### src/hw/rtl/ldpchd_pkg.sv
package ldpchd_pkg;

  localparam int InDataW  = 136;  // row_index, row_bits, received_word, padded
  localparam int OutDataW = 72;   // decoded_word, iterations_used, converged, padded
  localparam int FieldW   = 64;
  localparam int IterW    = 4;
  localparam int ChecksW  = 6;
  localparam int BitsW    = 7;
  localparam int IdxW     = 5;
  localparam int PaddrW   = 4;
  localparam int PdataW   = 32;

  localparam logic OP_ROW    = 1'b0;
  localparam logic OP_DECODE = 1'b1;

  localparam logic [1:0] REG_CHECKS = 2'd0;
  localparam logic [1:0] REG_BITS   = 2'd1;
  localparam logic [1:0] REG_LIMIT  = 2'd2;

  typedef enum logic [2:0] {
    ST_IDLE,
    ST_CHECK,
    ST_VAR,
    ST_EST,
    ST_DECIDE,
    ST_FIN
  } state_t;

  typedef struct packed {
    logic start;     // latch received word, begin a decode
    logic clr;       // clear per-column degree and sum counters
    logic chk;       // row read issued in check phase
    logic var_ph;    // row read issued in variable phase
    logic est;       // form estimate and compare
    logic load_out;  // move result into output register
  } cmd_t;

  typedef struct packed {
    logic conv;
  } stat_t;

endpackage

### src/hw/rtl/ldpchd_ctrl.sv
module ldpchd_ctrl #(
  parameter int MAX_CHECKS = 32
) (
  input  logic                      clk,
  input  logic                      rst_n,
  input  logic                      in_tvalid,
  input  logic                      in_op,
  output logic                      in_tready,
  input  logic                      out_tready,
  output logic                      out_tvalid,
  input  logic [$clog2(MAX_CHECKS+1)-1:0] nc,
  input  logic [ldpchd_pkg::IterW-1:0] limit,
  input  ldpchd_pkg::stat_t         stat,
  output ldpchd_pkg::cmd_t          cmd,
  output logic [$clog2(MAX_CHECKS > 1 ? MAX_CHECKS : 2)-1:0] rd_addr,
  output logic [ldpchd_pkg::IterW-1:0] iter
);
  import ldpchd_pkg::*;

  localparam int CW = $clog2(MAX_CHECKS + 1);
  localparam int AW = $clog2(MAX_CHECKS > 1 ? MAX_CHECKS : 2);

  state_t          state_r, state_nxt;
  logic [CW-1:0]   cnt_r, cnt_nxt;
  logic [IterW-1:0] it_r, it_nxt;
  logic            ov_r, ov_nxt;
  logic            more;

  assign more = cnt_r < nc;

  // next state
  always_comb begin
    state_nxt = state_r;
    cnt_nxt   = cnt_r;
    it_nxt    = it_r;
    case (state_r)
      ST_IDLE: begin
        if (in_tvalid && in_op == OP_DECODE) begin
          state_nxt = ST_CHECK;
          cnt_nxt   = '0;
          it_nxt    = '0;
        end
      end
      ST_CHECK, ST_VAR: begin
        if (more) begin
          cnt_nxt = cnt_r + CW'(1);
        end else begin
          cnt_nxt   = '0;
          state_nxt = (state_r == ST_CHECK) ? ST_VAR : ST_EST;
        end
      end
      ST_EST: begin
        it_nxt    = it_r + IterW'(1);
        state_nxt = ST_DECIDE;
      end
      ST_DECIDE: begin
        state_nxt = (stat.conv || it_r == limit) ? ST_FIN : ST_CHECK;
      end
      ST_FIN: begin
        if (!ov_r || out_tready) begin
          state_nxt = ST_IDLE;
        end
      end
      default: state_nxt = ST_IDLE;
    endcase
  end

  // outputs
  always_comb begin
    cmd          = '0;
    in_tready    = 1'b0;
    cmd.start    = 1'b0;
    case (state_r)
      ST_IDLE: begin
        in_tready = 1'b1;
        cmd.start = in_tvalid && in_op == OP_DECODE;
      end
      ST_CHECK: begin
        cmd.clr = (cnt_r == '0);
        cmd.chk = more;
      end
      ST_VAR:    cmd.var_ph   = more;
      ST_EST:    cmd.est      = 1'b1;
      ST_FIN:    cmd.load_out = !ov_r || out_tready;
      default:   cmd          = '0;
    endcase
  end

  assign ov_nxt     = cmd.load_out ? 1'b1 : (out_tready ? 1'b0 : ov_r);
  assign out_tvalid = ov_r;
  assign rd_addr    = cnt_r[AW-1:0];
  assign iter       = it_r;

  always_ff @(posedge clk) begin
    if (!rst_n) begin
      state_r <= ST_IDLE;
      cnt_r   <= '0;
      it_r    <= '0;
      ov_r    <= 1'b0;
    end else begin
      state_r <= state_nxt;
      cnt_r   <= cnt_nxt;
      it_r    <= it_nxt;
      ov_r    <= ov_nxt;
    end
  end

  a_rd_in_range: assert property (@(posedge clk) disable iff (!rst_n)
    (cmd.chk || cmd.var_ph) |-> (cnt_r < nc))
    else $error("row read beyond rows in use");

  a_iter_bound: assert property (@(posedge clk) disable iff (!rst_n)
    (state_r == ST_DECIDE) |-> (it_r <= limit && it_r != '0))
    else $error("iteration count out of range");

  a_no_overwrite: assert property (@(posedge clk) disable iff (!rst_n)
    cmd.load_out |-> (!ov_r || out_tready))
    else $error("result overwritten before transfer");

  a_conv_stops: assert property (@(posedge clk) disable iff (!rst_n)
    (state_r == ST_DECIDE && stat.conv) |=> (state_r == ST_FIN))
    else $error("converged decode did not stop");

endmodule

### config.mk
export PLATFORM = sky130hd
export DESIGN_NAME = ldpchd_ctrl
export DESIGN_NICKNAME = d
export VERILOG_FILES = /design/src/hw/rtl/ldpchd_pkg.sv /design/src/hw/rtl/ldpchd_ctrl.sv
export SDC_FILE = /design/constraint.sdc
export NUM_CORES = 1
export LEC_CHECK = 0
export BUFFER_PORTS_ARGS = -buffer_cell sky130_fd_sc_hd__buf_2
export CAP_MARGIN = 25
export CORE_AREA = 3 3 68 70
export CTS_CLUSTER_DIAMETER = 150
export DETAILED_ROUTE_END_ITERATION = 7
export DIE_AREA = 0 0 71 73
export PLACE_DENSITY = 0.4
export SYNTH_ARGS = -nofsm -noshare
export SYNTH_HDL_FRONTEND = slang
export SYNTH_SLANG_ARGS = --single-unit
### constraint.sdc
create_clock -name clk -period 3.1 [get_ports clk]
set_clock_uncertainty 0.2 [all_clocks]
set_input_delay 0.31 -clock clk [delete_from_list [all_inputs] [get_ports clk]]
set_output_delay 0.31 -clock clk [all_outputs]
set_load 0.05 [all_outputs]
# Yosys cells after proc, flatten, opt, wreduce, memory -nomap -nowiden
# Cells that the tools add are included.
[op_classes] addsub=2 n_mul=0 div=0 order_cmp=1 n_eq_ne=9 shift=0 n_mux=19 bitwise=0 reduce_logical=13
[op_table] operator="$pmux W3 S5" count=1
[op_table] operator="$mux W3" count=4
[op_table] operator="$mux W6" count=2
[op_table] operator="$pmux W6 S2" count=1
[op_table] operator="$mux W1" count=8
[op_table] operator="$pmux W4 S2" count=1
[op_table] operator="$add A6 B1 Y6 const B" count=1
[op_table] operator="$eq A3 B2 Y1 const B" count=2
[op_table] operator="$eq A3 B3 Y1 const B" count=2
[op_table] operator="$logic_not A6 Y1" count=1
[op_table] operator="$lt A6 B6 Y1" count=1
[op_table] operator="$ne A2 B2 Y1 const B" count=3
[op_table] operator="$reduce_bool A2 Y1" count=3
[op_table] operator="$add A4 B1 Y4 const B" count=1
[op_table] operator="$eq A4 B4 Y1" count=1
[op_table] operator="$mux W4" count=1
[op_table] operator="$reduce_and A2 Y1" count=2
[op_table] operator="$eq A3 B1 Y1 const B" count=1
[op_table] operator="$logic_not A3 Y1" count=1
[op_table] operator="$reduce_and A3 Y1" count=1
[op_table] operator="$logic_or A1 B1 Y1" count=2
[op_table] operator="$mux W2" count=1
[op_table] operator="$reduce_or A2 Y1" count=1
[op_table] operator="$logic_and A1 B1 Y1" count=1
[op_table] operator="$logic_not A1 Y1" count=1
[word_totals] regBits=14 latch_bits=0 mem_bits_rw=0 mem_bits_ro=0 output_inout_bits=17 word_cells=48 n_memories=0

# Logic depth before layout (Yosys ltp)
[logic_depth] word_depth=4 mapped_depth=8

# Worst setup path after synthesis
# Ideal clock, no wire load.
[synth_path] kind="reg-to-output" start="register cnt_r[0]" end="output port cmd[4] (netlist bit)" arrival_time_ns=2.550 required_ns=2.590 slack_ns=0.040 stages_incl_launch_ff=5 n_path_buf=0 path_cell_list="dfxtp_1 inv_1 ha_1 or4b_2 nor4_1"
[synth_lines] element="start: declaration" line="ldpchd_ctrl.sv:24" source="logic [CW-1:0] cnt_r, cnt_nxt;"
[synth_lines] element="start signal: assignment" line="ldpchd_ctrl.sv:102" source="cnt_r <= cnt_nxt;"
[synth_lines] element="end: declaration" line="ldpchd_ctrl.sv:14" source="output ldpchd_pkg::cmd_t cmd,"

==> flow_summary.yaml <==
outcome:
  status: "finished, final reports clean"
global_routing:
  antenna_found_initial: 0
  grt_pass1_wl_mm: 4.340
  grt.total_usage: 0.1022
  grt_pass1_vias: 959
  overflow: 0
  grt_start_max_net_pins: 15
timing:
  min_period_ps: 2506
  slew_viol_final: 0
  hold_viol: 0
  setup_ws_ps: 594.1
  worst_pin_slew_ps: 762.1
  fmax_mhz: 399.1
  setup_violations: 0
  max-slew-margin-rel: 0.4876
  period_share: 0.8083
  fin_tns_setup_ps: 0
  rsz0062_at_grt: "false"
yosys:
  syn_nets: 154
  ys_types: 32
  yosys.area.top_type: "dfxtp_1"
  yosysWarnings: 0
  synth-seq-cells: 14
  synthTopCellsByArea: "dfxtp_1 (28%), ha_1 (10%), nand2_1 (6.0%), buf_4 (5.3%), xor2_1 (5.3%)"
  async_flop_share: 0
  synth_area_um2: 993.5
  synthFlopType: "dfxtp_1"
  avgSynthCellArea_um2: 7.642
  synth-edff-count: 0
  synthCells: 130
  seq_area_frac_synth: 0.2821
  synthDominantCellAreaShare: 0.2821
detailed_routing:
  drc: 0
  ant_nets: 0
  routed_wl_mm: 2.590
  vias: 982
  drtIter0Drc: 62
  viasPerCell: 4.790
  firstDrtPassIters: 4
  post_drt_wl_per_cell_um: 12.63
clocking:
  insertion_delay_ps: 240
  cts_tree: "done"
  hold_buffers: 0
  cts_root_buf: "clkbuf_8"
  cts.path.max_buffers: 2
  clk_pin_slew_worst_paths_ps: 60
  cts.htree.levels: 1
  cts_setup_buffers: 0
  cts_buffers: 3
  cts.sinks: 14
  cts_resized: 0
final_layout:
  drive_gt1_frac: 0.2387
  diodes: 0
  seq_area_um2: 280.3
  final_common_cell: "buf_2"
  fillCellCount: 448
  final_cell_mix: "buf_2 (32), nand2_1 (16), dfxtp_1 (14)"
  fin_nets: 180
  syn_to_final_growth_pct: 20.40
  multi_input_comb_area_um2: 593.1
worst_setup_path:
  r2r_slack_ps: 1060
  crit_path_start: "cnt_r[3]"
  r2r_end: "cnt_r[5]"
  arrival_ps: 2000
  path_max_fanout: 8
  endpoint_kind: "output port"
  cp-endpoint: "cmd[2]"
  path_class: "flip-flop to output port"
  worstPathRequired_ps: 2590
  rr_worst_depth: 6
  reg2reg_from: "cnt_r[3]"
  cp-start-kind: "flip-flop"
power_and_ir_drop:
  max-vdd-ir-drop_uv: 237.5
  p_leak_nw: 0.5737
  p_per_area_nw_per_um2: 381.2
  finalPower_w: 0.0004559
job:
  drv_cap: 0
min_path:
  hp-class: "input pin to flip-flop"
die:
  ios: 33
  start_util: 0.2466
  dieArea_um2: 5183
  die_w_um: 71
  die_h_um: 73
  core_um2: 4029
  core.rowCount: 23
place:
  pre_cts_ws_ps: 862.5
  post-dp-hpwl_mm: 2.035
  place_congestion: 0.8028
  io_buffers: 32
critical path, stage by stage (launching register included):
cell,delay (ps)
dfxtp_1,450
ha_1,290
a21oi_1,220
o221ai_1,260
nor4_1,230
buf_2,310
logic make-up (layout without fill, tap and decap cells):
family                   after synthesis  in the layout  share of synthesized area
AO/OA/AOI/OAI                         25             25                     0.1662
buffers and inverters                 23             48                     0.1209
XOR/XNOR                               6              6                    0.05290
AND/OR/NAND/NOR                       53             53                     0.2670
multiplexers                           1              1                    0.01008
adder cells (fa/ha/maj)                8              8                     0.1008
flip-flops                            14             14                     0.2821
worst min path at each step:
stage | slack (ps) | depth (start not counted) | endpoint | startpoint
after floorplan | 230 | 1 | iter[3] | rst_n
after global placement | 300 | 2 | out_tvalid | out_tvalid
after detailed placement | 320 | 2 | out_tvalid | out_tvalid
after CTS | 150 | 2 | iter[3] | rst_n
after global routing | 180 | 2 | iter[3] | rst_n
final | 160 | 2 | iter[3] | rst_n
metrics by stage:
step	instances	instance area, µm²	utilization	hold slack (ps)
global placement	201	1141	0.2832	303.6
CTS	205	1196	0.2969	154.7
detailed placement	201	1141	0.2832	323.3
global route	205	1196	0.2969	180.6
floorplan	130	993.5	-	227.5
finish	205	1196	0.2969	155.8
cells in the mapped netlist, types with 2 or more instances:
cell       n
a21oi_1    9
a31oi_1    3
and3_1     3
buf_4      7
clkbuf_1   3
dfxtp_1   14
ha_1       8
inv_1     12
nand2_1   16
nand2b_1   3
nand3_1    7
nand3b_1   2
nand4_1    4
nor2_1     6
nor3_1     7
nor4_1     2
o211ai_1   2
o21a_1     2
o21ai_0    2
xor2_1     6
sequential cells by signal, summed over array words and instances (netlist names):
signal	flops
cnt_r	6
iter	4
out_tvalid	1
state_r	3
report_power, final:
group / leakage [nW] / internal [W] / switching, W
logic: 0.432 / 0.0000283 / 0.0000575
registers: 0.113 / 0.000183 / 0.00000773
clock network: 0.0288 / 0.000112 / 0.0000669
layer usage:
| metal | vias to the layer above | wire [µm] | track usage | part of all wire |
|---|---|---|---|---|
| li1 | 505 | - | - | - |
| met1 | 457 | 1167 | 0.1234 | 0.45 |
| met2 | 16 | 1311 | 0.1792 | 0.51 |
| met3 | 4 | 94 | 0.03168 | 0.036 |
| met4 | 0 | 17 | 0.02088 | 0.0066 |
| met5 | - | 0 | 0 | 0 |
final cells by class:
class / count / area share
Multi-Input combinational cell: 93 / 0.4958
Sequential cell: 14 / 0.2343
Timing Repair Buffer: 32 / 0.1339
Tap cell: 50 / 0.05230
Clock buffer: 4 / 0.04602
Inverter: 12 / 0.03766
No activity file was read; power rests on OpenSTA's default activity.
